===== src/hdl/stt_pkg.sv =====
package stt_pkg;

    // Packet layout
    localparam int PKT_W      = 64;
    localparam int WORD_W     = 32;
    localparam int WORD_LSB   = 16;
    localparam int FINE_SHIFT = 12;
    localparam int TIME_W     = 64;
    // Bits of the high word that survive the shift into a 64-bit time
    localparam int HIGH_KEEP  = TIME_W - WORD_W - FINE_SHIFT;

    // Configuration register width and index
    localparam int REG_W      = 63;
    localparam int CFG_IDX_W  = 8;

    typedef enum logic [CFG_IDX_W-1:0] {
        CFG_JUMP_THRESHOLD = 8'd0,
        CFG_MAX_DIFFERENCE = 8'd1
    } t_cfg_idx;

    localparam logic [REG_W-1:0] JUMP_THRESHOLD_RST = 63'd25600000000000;
    localparam logic [REG_W-1:0] MAX_DIFFERENCE_RST = 63'd1099511627776;

    // Header and subheader codes
    localparam logic [3:0] HDR_TIMING = 4'h4;
    localparam logic [3:0] SUB_LOW    = 4'h4;
    localparam logic [3:0] SUB_HIGH   = 4'h5;

    // Result status codes
    localparam int STATUS_W = 2;
    localparam logic [STATUS_W-1:0] STATUS_NONE   = 2'd0;
    localparam logic [STATUS_W-1:0] STATUS_OK     = 2'd1;
    localparam logic [STATUS_W-1:0] STATUS_REJECT = 2'd2;

    // Verdict on one high word
    typedef struct packed {
        logic              reject;
        logic              jump;
        logic [TIME_W-1:0] cand;
    } t_eval;

endpackage


===== src/hdl/split_timestamp_tracker.sv =====
// Words pass the input register, then the result register, one word per cycle while the
// output does not stall. The input register feeds the timing logic and the result register,
// which update the kept low word and global time in the same edge.
// Reset (synchronous, active low) clears both valid flags, the kept low word and the
// kept time, and loads the two threshold registers with their default values.
module split_timestamp_tracker
    import stt_pkg::*;
(
    input  logic                 i_clk,
    input  logic                 i_rst_n,
    input  logic                 i_in_valid,
    output logic                 o_in_stall,
    input  logic [PKT_W-1:0]     i_packet,
    output logic                 o_out_valid,
    input  logic                 i_out_stall,
    output logic [STATUS_W-1:0]  o_status,
    output logic [TIME_W-1:0]    o_global_time,
    input  logic                 i_cfg_valid,
    output logic                 o_cfg_ready,
    input  logic [CFG_IDX_W-1:0] i_cfg_index,
    input  logic [PKT_W-1:0]     i_cfg_data
);

    logic                r_in_vld;
    logic [PKT_W-1:0]    r_pkt;
    logic                r_out_vld;
    logic [STATUS_W-1:0] r_status;
    logic [TIME_W-1:0]   r_global;
    logic [WORD_W-1:0]   r_low_word;
    logic [TIME_W-1:0]   r_time_now;

    logic [REG_W-1:0]    jump_threshold;
    logic [REG_W-1:0]    max_difference;
    logic                advance;
    logic                is_timing;
    logic                is_low;
    logic                is_high;
    logic [WORD_W-1:0]   word;
    t_eval               eval;
    logic [STATUS_W-1:0] n_status;
    logic [TIME_W-1:0]   n_time_now;
    logic [WORD_W-1:0]   n_low_word;

    stt_cfg u_cfg (
        .i_clk            (i_clk),
        .i_rst_n          (i_rst_n),
        .i_cfg_valid      (i_cfg_valid),
        .o_cfg_ready      (o_cfg_ready),
        .i_cfg_index      (i_cfg_index),
        .i_cfg_data       (i_cfg_data),
        .o_jump_threshold (jump_threshold),
        .o_max_difference (max_difference)
    );

    // Move the result register when it is empty or being taken
    assign advance    = !r_out_vld || !i_out_stall;
    assign o_in_stall = r_in_vld && !advance;

    // Hold the input word
    always_ff @(posedge i_clk) begin
        if (!i_rst_n) begin
            r_in_vld <= 1'b0;
        end else if (!o_in_stall) begin
            r_in_vld <= i_in_valid;
        end
    end

    always_ff @(posedge i_clk) begin
        if (i_in_valid && !o_in_stall) begin
            r_pkt <= i_packet;
        end
    end

    // Decode the held word
    assign is_timing = r_pkt[PKT_W-1 -: 4] == HDR_TIMING;
    assign is_low    = is_timing && (r_pkt[PKT_W-5 -: 4] == SUB_LOW);
    assign is_high   = is_timing && (r_pkt[PKT_W-5 -: 4] == SUB_HIGH);
    assign word      = r_pkt[WORD_LSB +: WORD_W];

    stt_eval u_eval (
        .i_low_word       (r_low_word),
        .i_high_word      (word),
        .i_time_now       (r_time_now),
        .i_jump_threshold (jump_threshold),
        .i_max_difference (max_difference),
        .o_eval           (eval)
    );

    // Pick the status and the next state
    always_comb begin
        n_status   = STATUS_NONE;
        n_time_now = r_time_now;
        n_low_word = r_low_word;
        if (is_low) begin
            n_status   = STATUS_OK;
            n_low_word = word;
        end else if (is_high) begin
            if (eval.reject) begin
                n_status = STATUS_REJECT;
            end else begin
                n_status   = STATUS_OK;
                n_time_now = eval.cand;
            end
        end
    end

    // Advance the state and the result register together
    always_ff @(posedge i_clk) begin
        if (!i_rst_n) begin
            r_out_vld  <= 1'b0;
            r_low_word <= '0;
            r_time_now <= '0;
        end else if (advance) begin
            r_out_vld <= r_in_vld;
            if (r_in_vld) begin
                r_low_word <= n_low_word;
                r_time_now <= n_time_now;
            end
        end
    end

    always_ff @(posedge i_clk) begin
        if (advance && r_in_vld) begin
            r_status <= n_status;
            r_global <= n_time_now;
        end
    end

    assign o_out_valid   = r_out_vld;
    assign o_status      = r_status;
    assign o_global_time = r_global;

    // While a result is valid, the shown global time matches the kept time
    a_global_matches: assert property (@(posedge i_clk) disable iff (!i_rst_n)
        o_out_valid |-> o_global_time == r_time_now)
        else $error("global time differs from kept time");

    // A rejected high word leaves the kept time alone
    a_reject_keeps: assert property (@(posedge i_clk) disable iff (!i_rst_n)
        (advance && r_in_vld && is_high && eval.reject) |=> $stable(r_time_now))
        else $error("rejected high word changed the time");

    // A stored low word is the one just processed
    a_low_stored: assert property (@(posedge i_clk) disable iff (!i_rst_n)
        (advance && r_in_vld && is_low) |=> r_low_word == $past(word))
        else $error("low word not stored");

    // The input side stalls only behind a waiting word
    a_stall_cause: assert property (@(posedge i_clk) disable iff (!i_rst_n)
        o_in_stall |-> (r_in_vld && r_out_vld && i_out_stall))
        else $error("input stalled without cause");

endmodule


===== src/hdl/stt_cfg.sv =====
module stt_cfg
    import stt_pkg::*;
(
    input  logic                 i_clk,
    input  logic                 i_rst_n,
    input  logic                 i_cfg_valid,
    output logic                 o_cfg_ready,
    input  logic [CFG_IDX_W-1:0] i_cfg_index,
    input  logic [PKT_W-1:0]     i_cfg_data,
    output logic [REG_W-1:0]     o_jump_threshold,
    output logic [REG_W-1:0]     o_max_difference
);

    logic [REG_W-1:0] r_jump_threshold;
    logic [REG_W-1:0] r_max_difference;

    assign o_cfg_ready = 1'b1;

    // Write the addressed register, keep the low 63 bits, drop unknown indexes
    always_ff @(posedge i_clk) begin
        if (!i_rst_n) begin
            r_jump_threshold <= JUMP_THRESHOLD_RST;
            r_max_difference <= MAX_DIFFERENCE_RST;
        end else if (i_cfg_valid && o_cfg_ready) begin
            if (i_cfg_index == CFG_JUMP_THRESHOLD) begin
                r_jump_threshold <= i_cfg_data[REG_W-1:0];
            end else if (i_cfg_index == CFG_MAX_DIFFERENCE) begin
                r_max_difference <= i_cfg_data[REG_W-1:0];
            end
        end
    end

    assign o_jump_threshold = r_jump_threshold;
    assign o_max_difference = r_max_difference;

endmodule


===== src/hdl/stt_eval.sv =====
module stt_eval
    import stt_pkg::*;
(
    input  logic [WORD_W-1:0] i_low_word,
    input  logic [WORD_W-1:0] i_high_word,
    input  logic [TIME_W-1:0] i_time_now,
    input  logic [REG_W-1:0]  i_jump_threshold,
    input  logic [REG_W-1:0]  i_max_difference,
    output t_eval             o_eval
);

    logic [HIGH_KEEP-1:0] high_keep;
    logic [HIGH_KEEP-1:0] high_dec;
    logic [TIME_W-1:0]    cand_raw;
    logic [TIME_W-1:0]    cand_dec;
    logic [TIME_W-1:0]    diff;
    logic [TIME_W-1:0]    rdiff;
    logic [TIME_W-1:0]    magnitude;

    // Form both candidate times; only the low bits of the high word survive the shift
    assign high_keep = i_high_word[HIGH_KEEP-1:0];
    assign high_dec  = (i_high_word == '0) ? '0 : (high_keep - HIGH_KEEP'(1));
    assign cand_raw  = {high_keep, i_low_word, {FINE_SHIFT{1'b0}}};
    assign cand_dec  = {high_dec, i_low_word, {FINE_SHIFT{1'b0}}};

    // Take the difference both ways in parallel, pick the magnitude by sign
    assign diff      = cand_raw - i_time_now;
    assign rdiff     = i_time_now - cand_raw;
    assign magnitude = diff[TIME_W-1] ? rdiff : diff;

    // Step the high word back on a forward jump; reject on the original difference
    always_comb begin
        o_eval.jump   = !diff[TIME_W-1] && (diff[REG_W-1:0] > i_jump_threshold);
        o_eval.reject = magnitude > {1'b0, i_max_difference};
        o_eval.cand   = o_eval.jump ? cand_dec : cand_raw;
    end

endmodule


===== config.mk =====
export PLATFORM = sky130hd
export DESIGN_NAME = split_timestamp_tracker
export DESIGN_NICKNAME = d
export VERILOG_FILES = /design/src/hdl/stt_pkg.sv /design/src/hdl/split_timestamp_tracker.sv /design/src/hdl/stt_cfg.sv /design/src/hdl/stt_eval.sv
export SDC_FILE = /design/constraint.sdc
export NUM_CORES = 1
export LEC_CHECK = 0
export ABC_AREA = 0
export BUFFER_PORTS_ARGS = -buffer_cell sky130_fd_sc_hd__buf_2
export CORE_MARGIN = 2
export CORE_UTILIZATION = 61
export CTS_CLUSTER_SIZE = 24
export DETAILED_ROUTE_END_ITERATION = 10
export PLACE_DENSITY = 0.85
export SETUP_SLACK_MARGIN = 0.5
export SKIP_LAST_GASP = 1
export SLEW_MARGIN = 20
export SYNTH_ARGS = -nofsm -noshare
export SYNTH_HDL_FRONTEND = slang
export SYNTH_SLANG_ARGS = --single-unit

===== constraint.sdc =====
create_clock -name i_clk -period 9.8 [get_ports i_clk]
set_input_delay 1.96 -clock i_clk [delete_from_list [all_inputs] [get_ports i_clk]]
set_output_delay 1.96 -clock i_clk [all_outputs]
set_load 0.02 [all_outputs]

# After elaboration in Yosys (flattened, before gate mapping)
# Index checks and enable logic that the tools add are counted.
# classes
add_sub_neg,3
mul,0
div_mod_pow,0
magnitude_cmp,2
n_eq_ne,4
n_shift,0
muxes,8
bitwise,2
reduce_logical,19
# op_table
cell,count
64-bit 2-to-1 mux,5
64-bit subtractor,2
64-bit by 63-bit greater-than comparator with 1-bit output,1
63-bit greater-than comparator,1
32-bit logical NOT,1
20-bit 2-to-1 mux,1
"20-bit by 1-bit subtractor with 20-bit output, second input constant",1
"4-bit by 3-bit equality test with 1-bit output, second input constant",3
"8-bit by 1-bit equality test with 1-bit output, second input constant",1
8-bit logical NOT,1
1-bit logical AND,6
3-bit AND reduction,2
1-bit logical NOT,5
2-bit AND reduction,2
2-bit 2-to-1 mux,1
1-bit inverter,2
2-bit OR reduction,1
1-bit logical OR,1
1-bit 2-to-1 mux,1
# word_totals
register_bits,354
latchBits,0
ram_bits,0
mem_bits_ro,0
inputBits,141
output_inout_bits,69
wordCells,48
mem_count,0

# Logic depth before layout (Yosys ltp)
# Gate-level depths: netlist (run 1).
# depth
word_depth,7
depth_mapped,28
ltp_nobuf,25

# Hierarchy
# Synthesis (run 1) repeated with hierarchy kept, for this count alone.
# hier_totals
cells_unflattened,2743
area_unflattened_um2,23919.2
# by_module_without_submodules
mod,n_inst,cells_per_inst,area_per_inst_um2,seq_area_each_um2
stt_eval,1,1635,10807.9,0.0
split_timestamp_tracker,1,610,8166.6,5144.9
stt_cfg,1,498,4944.7,2522.4

# Worst setup path after synthesis (run 1)
# Ideal clock, no wire load.
# synth_path
path_type,reg-to-reg
startpoint,reg r_pkt[32]
endpoint,reg r_time_now[48]
setup_time_ns,0.122
arrival_time_ns,5.823
t_required_ns,9.678
path_slack_ns,3.855
path_stages_with_launch,27
path_buffers,5
period_less_slack_ns,5.945
path_cell_list,edfxtp_1 > inv_1 > ha_1 > clkbuf_1 > a21o_1 > a21o_1 > a221oi_1 > o21ai_0 > a2111oi_1 > o22a_1 > buf_2 > buf_2 > o21ai_0 > nand2_1 > xnor2_1 > ha_1 > a21oi_1 > o21a_1 > o211ai_1 > a221o_1 > or2_2 > o21ai_0 > o2111ai_2 > nand2b_1 > buf_4 > buf_6 > o311a_1
# synth_via
elab_chain_len,7
elab_cells_between_ends,13
cone_classes,add/sub: 2; order compare: 2; mux: 6; reduce/logical: 3
# synth_rtl
item,line,source
start: declaration,split_timestamp_tracker.sv:25,logic [PKT_W-1:0] r_pkt;
start signal: assignment,split_timestamp_tracker.sv:70,r_pkt <= i_packet;
64-bit subtractor,stt_eval.sv:27,assign diff = cand_raw - i_time_now;
63-bit greater-than comparator / 1-bit logical NOT (equally long branches),stt_eval.sv:33,o_eval.jump = !diff[TIME_W-1] && (diff[REG_W-1:0] > i_jump_threshold);
1-bit logical AND,stt_eval.sv:33,
64-bit 2-to-1 mux,stt_eval.sv:35,o_eval.cand = o_eval.jump ? cand_dec : cand_raw;
64-bit 2-to-1 mux (*),split_timestamp_tracker.sv:98,if (eval.reject) begin
64-bit 2-to-1 mux (*),split_timestamp_tracker.sv:97,end else if (is_high) begin
64-bit 2-to-1 mux (*),split_timestamp_tracker.sv:94,if (is_low) begin
end signal: assignment,split_timestamp_tracker.sv:117,r_time_now <= n_time_now;
end: declaration,split_timestamp_tracker.sv:30,logic [TIME_W-1:0] r_time_now;
# Every way passes the cells marked *; elsewhere a longest branch is shown, timed or not.
# A chain may end at the register's enable or synchronous reset.

# Worst setup path in the final report (run 1)
# layout_path
startpoint,reg r_pkt[30]
endpoint,reg r_time_now[46]
# The elaborated chain is that of the path after synthesis.

==> impl_metrics.csv, run 1 <==
group,metric,value,unit
cts,clk_latency,0.56,ns
cts,clock_sinks,330,
final_layout,post-route-util,67.8,%
worst_setup_path,crit_arrival,9.40,ns
cts,cts_buffer_depth,3,
final_layout,instances_no_fill,3395,
yosys,ys_seq_elements,330,
final_layout,fill_cells,2973,
placement,io_buffers,183,
grt,grt_max_degree,113,
pwr,powerDensity,129,nW/um^2
drt,dr.max_layer_used,"met4",
yosys,async_flop_share,0,%
sta,finalSetupTns,0,ns
sta,final_hold_viol_count,0,
final_layout,most-common-layout-cells,"nand2_1 (517), a21oi_1 (344), inv_1 (256)",
yosys,synth.distinct_cells,90,
cts,ctsHtreeMaxLevel,2,
sta,setup_viol,0,
worst_setup_path,r2r_setup_slack,0.84,ns
job,cap_violations,0,
grt,grt_pass1_vias,20349,
sta,relSlewSlack,19.5,%
cts,cts_tree,"done",
drt,met3_wirelength,5210,microns
cts,cts_root_buf,"clkbuf_16",
sta,rsz0062_at_grt,"false",
placement,dp_hpwl,53500,microns
yosys,ys_seq_area_share,34.2,%
drt,drtPass1Iterations,6,
worst_setup_path,r2r-start,"r_pkt[30]",
sta,tightestPinTransition,1.20,ns
drt,wirelength,71800,microns
drt,wl_met1,27300,microns
pwr,internal-power,2.35,mW
floorplanning,num_rows,70,
yosys,netlist_area,22400,sq um
floorplanning,coreArea,36300,sq um
worst_setup_path,cp.required,10.24,ns
final_layout,drive_gt1_share,10.9,%
grt,antenna_found_initial,2,
floorplanning,die_width,196,microns
final_layout,syn_to_final_growth,10.0,%
yosys,syn_nets,3183,
sta,maxSlewViolCount,0,
sta,finalCritPeriodShare,91.4,%
pwr,pwr-share-seq,45.7,%
grt,grt_pass1_wl,110000,microns
pwr,pwr-share-comb,11.5,%
yosys,syn-instance-count,2811,
worst_setup_path,start_kind,"flip-flop",
worst_setup_path,cp-end-kind,"flip-flop",
yosys,avgSynthCellArea,7.96,sq um
sta,fin_crit,8.96,ns
cts,cts_resized,0,
pwr,sw_frac_of_total,26.0,%
floorplanning,start_util,61.6,%
floorplanning,die_h,196,microns
drt,ant_nets,0,
drt,drt-wirelength-per-cell,21.2,microns
cts,clk_pin_slew,0.06,ns
floorplanning,die_area,38200,sq um
yosys,yosys_warnings,0,
cts,cts_setup_buffers,0,
cts,cts_made_buffers,37,
yosys,synthFlopType,"dfxtp_1",
final_layout,layout_commonest_cell,"nand2_1",
min_path,hp-class,"reg -> reg",
pwr,peakVddDrop,0.183,mV
drt,drc,0,
cts,holdBufCountCts,0,
yosys,synth-edff-count,106,
worst_setup_path,ff2ff_path_depth,21,
final_layout,nets,3272,
pwr,finalPower,3.17,mW
worst_setup_path,setup.worst_path.start,"r_pkt[30]",
drt,dr_wl_met2,35400,microns
outcome,outcome,"complete, no violations",
worst_setup_path,crit_type,"reg -> reg",
worst_setup_path,path_max_fanout,59,
floorplanning,io_pins,210,
sta,skew,0.0230,ns
placement,gp_congestion,0.944,
pwr,p_clk_share,42.9,%
grt,grt_overflow_total,0,
sta,max_freq,112,MHz
pwr,p_leak,9.95,nW
placement,dpl.cell_count,3328,
drt,vias,20915,
grt,grt.total_usage,36.9,%
drt,drt_iter0_markers,1781,
pwr,p_sw,0.823,mW
worst_setup_path,r2r_end,"r_time_now[46]",
drt,viasPerCell,6.16,
worst_setup_path,endpoint,"r_time_now[46]",
==> sequential cells by signal, summed over array words and instances (netlist names) <==
register / flops
o_global_time: 64
u_cfg.o_max_difference: 63
r_low_word: 32
r_time_now: 64
o_out_valid: 1
r_in_vld: 1
u_cfg.o_jump_threshold: 63
r_pkt: 40
o_status: 2
==> cell usage after synthesis, types with 27 or more instances <==
master,count,share of area [%]
a211oi_1,27,0.91
a21o_1,59,2.0
a21oi_1,344,7.7
clkbuf_1,109,1.8
dfxtp_1,224,20
edfxtp_1,106,14
ha_1,230,13
inv_1,257,4.3
nand2_1,518,8.7
nand3_1,45,1.0
nand4_1,50,1.4
nor2_1,116,1.9
nor3_1,38,0.85
o211ai_1,32,1.1
o21ai_0,140,3.1
o21bai_1,27,0.91
xnor2_1,88,3.4
xor2_1,39,1.5
==> final cells by class <==
cell class	instances	area, sq um	area share, %
well taps	468	586	2.38
clock inverters	14	130	0.528
multi-input cells	2074	13200	53.5
flip-flops and latches	330	7670	31.1
repair buffers	199	1070	4.34
diodes	1	2.50	0.0102
clock buffers	51	1030	4.18
inverters	258	973	3.95
==> worst min path at each step <==
stage	startpoint	to	slack, ns	cells after the start
floorplan	u_cfg.o_jump_threshold[10]	u_cfg.o_jump_threshold[10]	0.44	2
global placement	u_cfg.o_jump_threshold[47]	u_cfg.o_jump_threshold[47]	0.44	2
detailed placement	u_cfg.o_jump_threshold[48]	u_cfg.o_jump_threshold[48]	0.45	2
CTS	u_cfg.o_jump_threshold[48]	u_cfg.o_jump_threshold[48]	0.45	2
global route	u_cfg.o_max_difference[45]	u_cfg.o_max_difference[45]	0.47	2
finish	u_cfg.o_max_difference[22]	u_cfg.o_max_difference[22]	0.46	2
==> layer usage <==
| metal | vias up | track usage (%) |
|---|---|---|
| li1 | 9900 | - |
| met1 | 9857 | 43.5 |
| met2 | 937 | 65.3 |
| met3 | 221 | 5.77 |
| met4 | 0 | 18.4 |
| met5 | - | 0 |
==> power groups by stage <==
stage | Clock [mW] | Combinational [mW] | Sequential, mW
CTS | 1.37 | 0.355 | 1.45
detailed placement | 0 | 0.352 | 1.48
floorplan | 0 | 0.213 | 1.48
finish | 1.36 | 0.363 | 1.45
global route | 1.42 | 0.392 | 1.45
global placement | 0 | 0.342 | 1.47
==> kinds of logic after synthesis <==
group | share of synthesized area, %
xor+xnor | 4.97
flops | 34.2
fa+ha+maj | 12.9
buf+inv | 7.16
compound gates | 20.9
mux | 1.02
other cells | 0.0168
simple gates | 18.7
==> stage by stage <==
step           hold WS (ns)  worst slack (ns)  area, sq um
5_1_grt               0.470             0.528        24600
4_1_cts               0.455              1.12        24600
3_3_place_gp          0.443              1.38        23400
6_report              0.456             0.841        24600
3_5_place_dp          0.446              1.15        23400
2_1_floorplan         0.436              3.85        22400
==> worst max-delay path, stage by stage (launching register included) <==
cell and delay, ns:
edfxtp_1 0.49, inv_1 0.13, ha_1 0.50, a21oi_1 0.20, o21ai_0 0.19, a221oi_1 0.42
o21ai_0 0.30, a2111oi_1 0.71, o22a_1 0.70, buf_4 0.51, a2111oi_0 0.11, a2111oi_0 0.77
ha_1 0.38, nand2_1 0.06, o21a_1 0.12, o211ai_1 0.08, a221o_1 0.40, or2_2 0.31
o21ai_0 0.47, o2111ai_4 0.62, nand2b_4 0.78, o311a_1 0.51
No activity file was read; power rests on OpenSTA's default activity.
==> inputs of run 2 (changes only) <==
--- a/config.mk
+++ b/config.mk
@@ -12,6 +12,7 @@
 export CTS_CLUSTER_SIZE = 24
 export DETAILED_ROUTE_END_ITERATION = 10
 export PLACE_DENSITY = 0.85
+export RECOVER_POWER = 100
 export SETUP_SLACK_MARGIN = 0.5
 export SKIP_LAST_GASP = 1
 export SLEW_MARGIN = 20
==> constraint.sdc (replaced) <==
create_clock -name i_clk -period 9.8 [get_ports i_clk]
set_input_delay 1.96 -clock i_clk [delete_from_list [all_inputs] [get_ports i_clk]]
set_output_delay 1.96 -clock i_clk [all_outputs]
set_load 0.01 [all_outputs]
==> impl_metrics.csv, run 2 (synthesis gave the netlist of run 1 again) <==
group,metric,value,unit
drt,drtPass1Iterations,7,
final_layout,syn_to_final_growth,9.12,%
worst_setup_path,cp-end-kind,"flip-flop",
floorplanning,num_rows,70,
drt,vias,21006,
cts,clk_pin_slew,0.06,ns
cts,ctsHtreeMaxLevel,2,
grt,antenna_found_initial,2,
worst_setup_path,cp.required,10.06,ns
worst_setup_path,critPathSlowestCell,"a2111oi_0",
worst_setup_path,path_cells,"inv_1 -> ha_1 -> a21oi_1 -> o21ai_0 -> a221oi_1 -> o21ai_0 -> a2111oi_1 -> o22a_1 -> buf_4 -> a2111oi_0 -> a2111oi_0 -> ha_1 -> nand2_1 -> o21a_1 -> o211ai_1 -> a221o_1 -> or2_2 -> o21ai_0 -> o2111ai_4 -> clkbuf_4 -> mux2_1",
outcome,failed_checks,"max-capacitance violations, max-slew violations",
worst_setup_path,critPathMostFrequentCell,"o21ai_0",
sta,finalCritPeriodShare,92.8,%
pwr,powerDensity,129,nW/um^2
grt,grt_max_degree,113,
grt,grt_overflow_total,0,
grt,grt_pass1_vias,20349,
floorplanning,io_pins,210,
sta,rsz0062_at_grt,"false",
grt,grt.total_usage,36.9,%
sta,tightestPinTransition,4.37,ns
final_layout,most-common-layout-cells,"nand2_1 (527), a21oi_1 (344), inv_1 (258)",
final_layout,nets,3272,
cts,cts_tree,"done",
final_layout,multi_input_area,13100,sq um
floorplanning,die_h,196,microns
worst_setup_path,slowest_delay,0.78,ns
job,cap_violations,7,
cts,clock_sinks,330,
drt,wirelength,71800,microns
outcome,outcome,"finished with violations",
min_path,hp-class,"reg -> reg",
worst_setup_path,crit_type,"reg -> reg",
final_layout,drive_gt1_share,7.69,%
sta,max_freq,110,MHz
cts,holdBufCountCts,0,
sta,final_hold_viol_count,0,
floorplanning,start_util,61.6,%
floorplanning,die_width,196,microns
pwr,peakVddDrop,0.182,mV
sta,relSlewSlack,-191,%
cts,clk_latency,0.56,ns
worst_setup_path,path_max_fanout,72,
drt,drt-wirelength-per-cell,21.1,microns
placement,gp_congestion,0.944,
final_layout,fill_cells,3038,
floorplanning,coreArea,36300,sq um
worst_setup_path,start_kind,"flip-flop",
drt,viasPerCell,6.19,
cts,cts_buffer_depth,3,
grt,grt_pass1_wl,110000,microns
drt,drt_iter0_markers,1736,
drt,ant_nets,0,
cts,cts_made_buffers,37,
cts,cts_setup_buffers,0,
sta,fin_crit,9.10,ns
sta,timing.hold.ws,0.454,ns
placement,io_buffers,183,
pwr,p_leak,9.69,nW
sta,setup_viol,0,
worst_setup_path,crit_arrival,9.36,ns
sta,skew,0.0242,ns
final_layout,layout_commonest_cell,"nand2_1",
cts,cts_root_buf,"clkbuf_16",
sta,maxSlewViolCount,460,
drt,drc,0,
floorplanning,die_area,38200,sq um
placement,dp_hpwl,53500,microns
cts,cts_resized,0,
final_layout,regArea,7670,sq um
sta,finalSetupTns,0,ns
## run 2: changes by cell type in the layout (fill, tap and decap cells not counted), moves of 2 or more
| cell | delta |
|---|---|
| and2_0 | +7 |
| and2_1 | -7 |
| buf_2 | -70 |
| buf_4 | -5 |
| clkbuf_1 | +76 |
| inv_1 | +2 |
| nand2_1 | +10 |
| nand2_2 | -10 |
| nor2b_1 | +2 |
| nor2b_4 | -2 |
| nor3_1 | +2 |
| nor3_2 | -2 |
## run 2: worst paths after layout
path,depth (start not counted),start,endpoint,slack (ns)
setup reg to reg,21,r_pkt[30],o_global_time[12],0.70
hold / removal,2,u_cfg.o_max_difference[22],u_cfg.o_max_difference[22],0.45
setup / recovery,21,r_pkt[30],o_global_time[12],0.70
hold reg to reg,2,u_cfg.o_max_difference[22],u_cfg.o_max_difference[22],0.45
## run 2: report_power, final
group / switching [mW] / internal, mW
clock: 0.568 / 0.788
sequential: 0.0161 / 1.43
combinational: 0.229 / 0.121
total: 0.813 / 2.34
## run 2: final cells by class
type / instances / share of cell area (%)
well taps: 468 / 2.40
diodes: 1 / 0.0102
flip-flops and latches: 330 / 31.4
repair buffers: 199 / 3.79
inverters: 258 / 3.96
clock buffers: 51 / 4.21
clock inverters: 14 / 0.533
multi-input cells: 2074 / 53.7
## run 2: critical path, delay by kind of cell (launching register included)
family                     cells  cell delay, ns
AOI/OAI and AO/OA             13            5.10
adders and majority gates      2            0.88
buffers and inverters          3            1.35
DFF                            1            0.49
muxes                          1            0.56
and+or+nand+nor                2            0.37
## run 2: layer usage
metal	up-vias	wire [microns]	track usage [%]
met3	223	5380	5.77
li1	9920	-	-
met5	-	0	0
met1	9907	27200	43.5
met4	0	3930	18.4
met2	956	35300	65.3
## run 2: metrics by stage
| stage | util (%) | setup slack, ns | power [mW] | cells | instance area, sq um |
|---|---|---|---|---|---|
| 2_1_floorplan | - | 3.85 | 1.69 | 2811 | 22400 |
| 3_5_place_dp | 64.5 | 1.15 | 1.82 | 3328 | 23400 |
| 6_report | 67.2 | 0.705 | 3.16 | 3395 | 24400 |
| 5_1_grt | 67.2 | 0.398 | 3.25 | 3395 | 24400 |
| 4_1_cts | 67.7 | 1.12 | 3.16 | 3393 | 24600 |
| 3_3_place_gp | 64.5 | 1.38 | 1.81 | 3328 | 23400 |
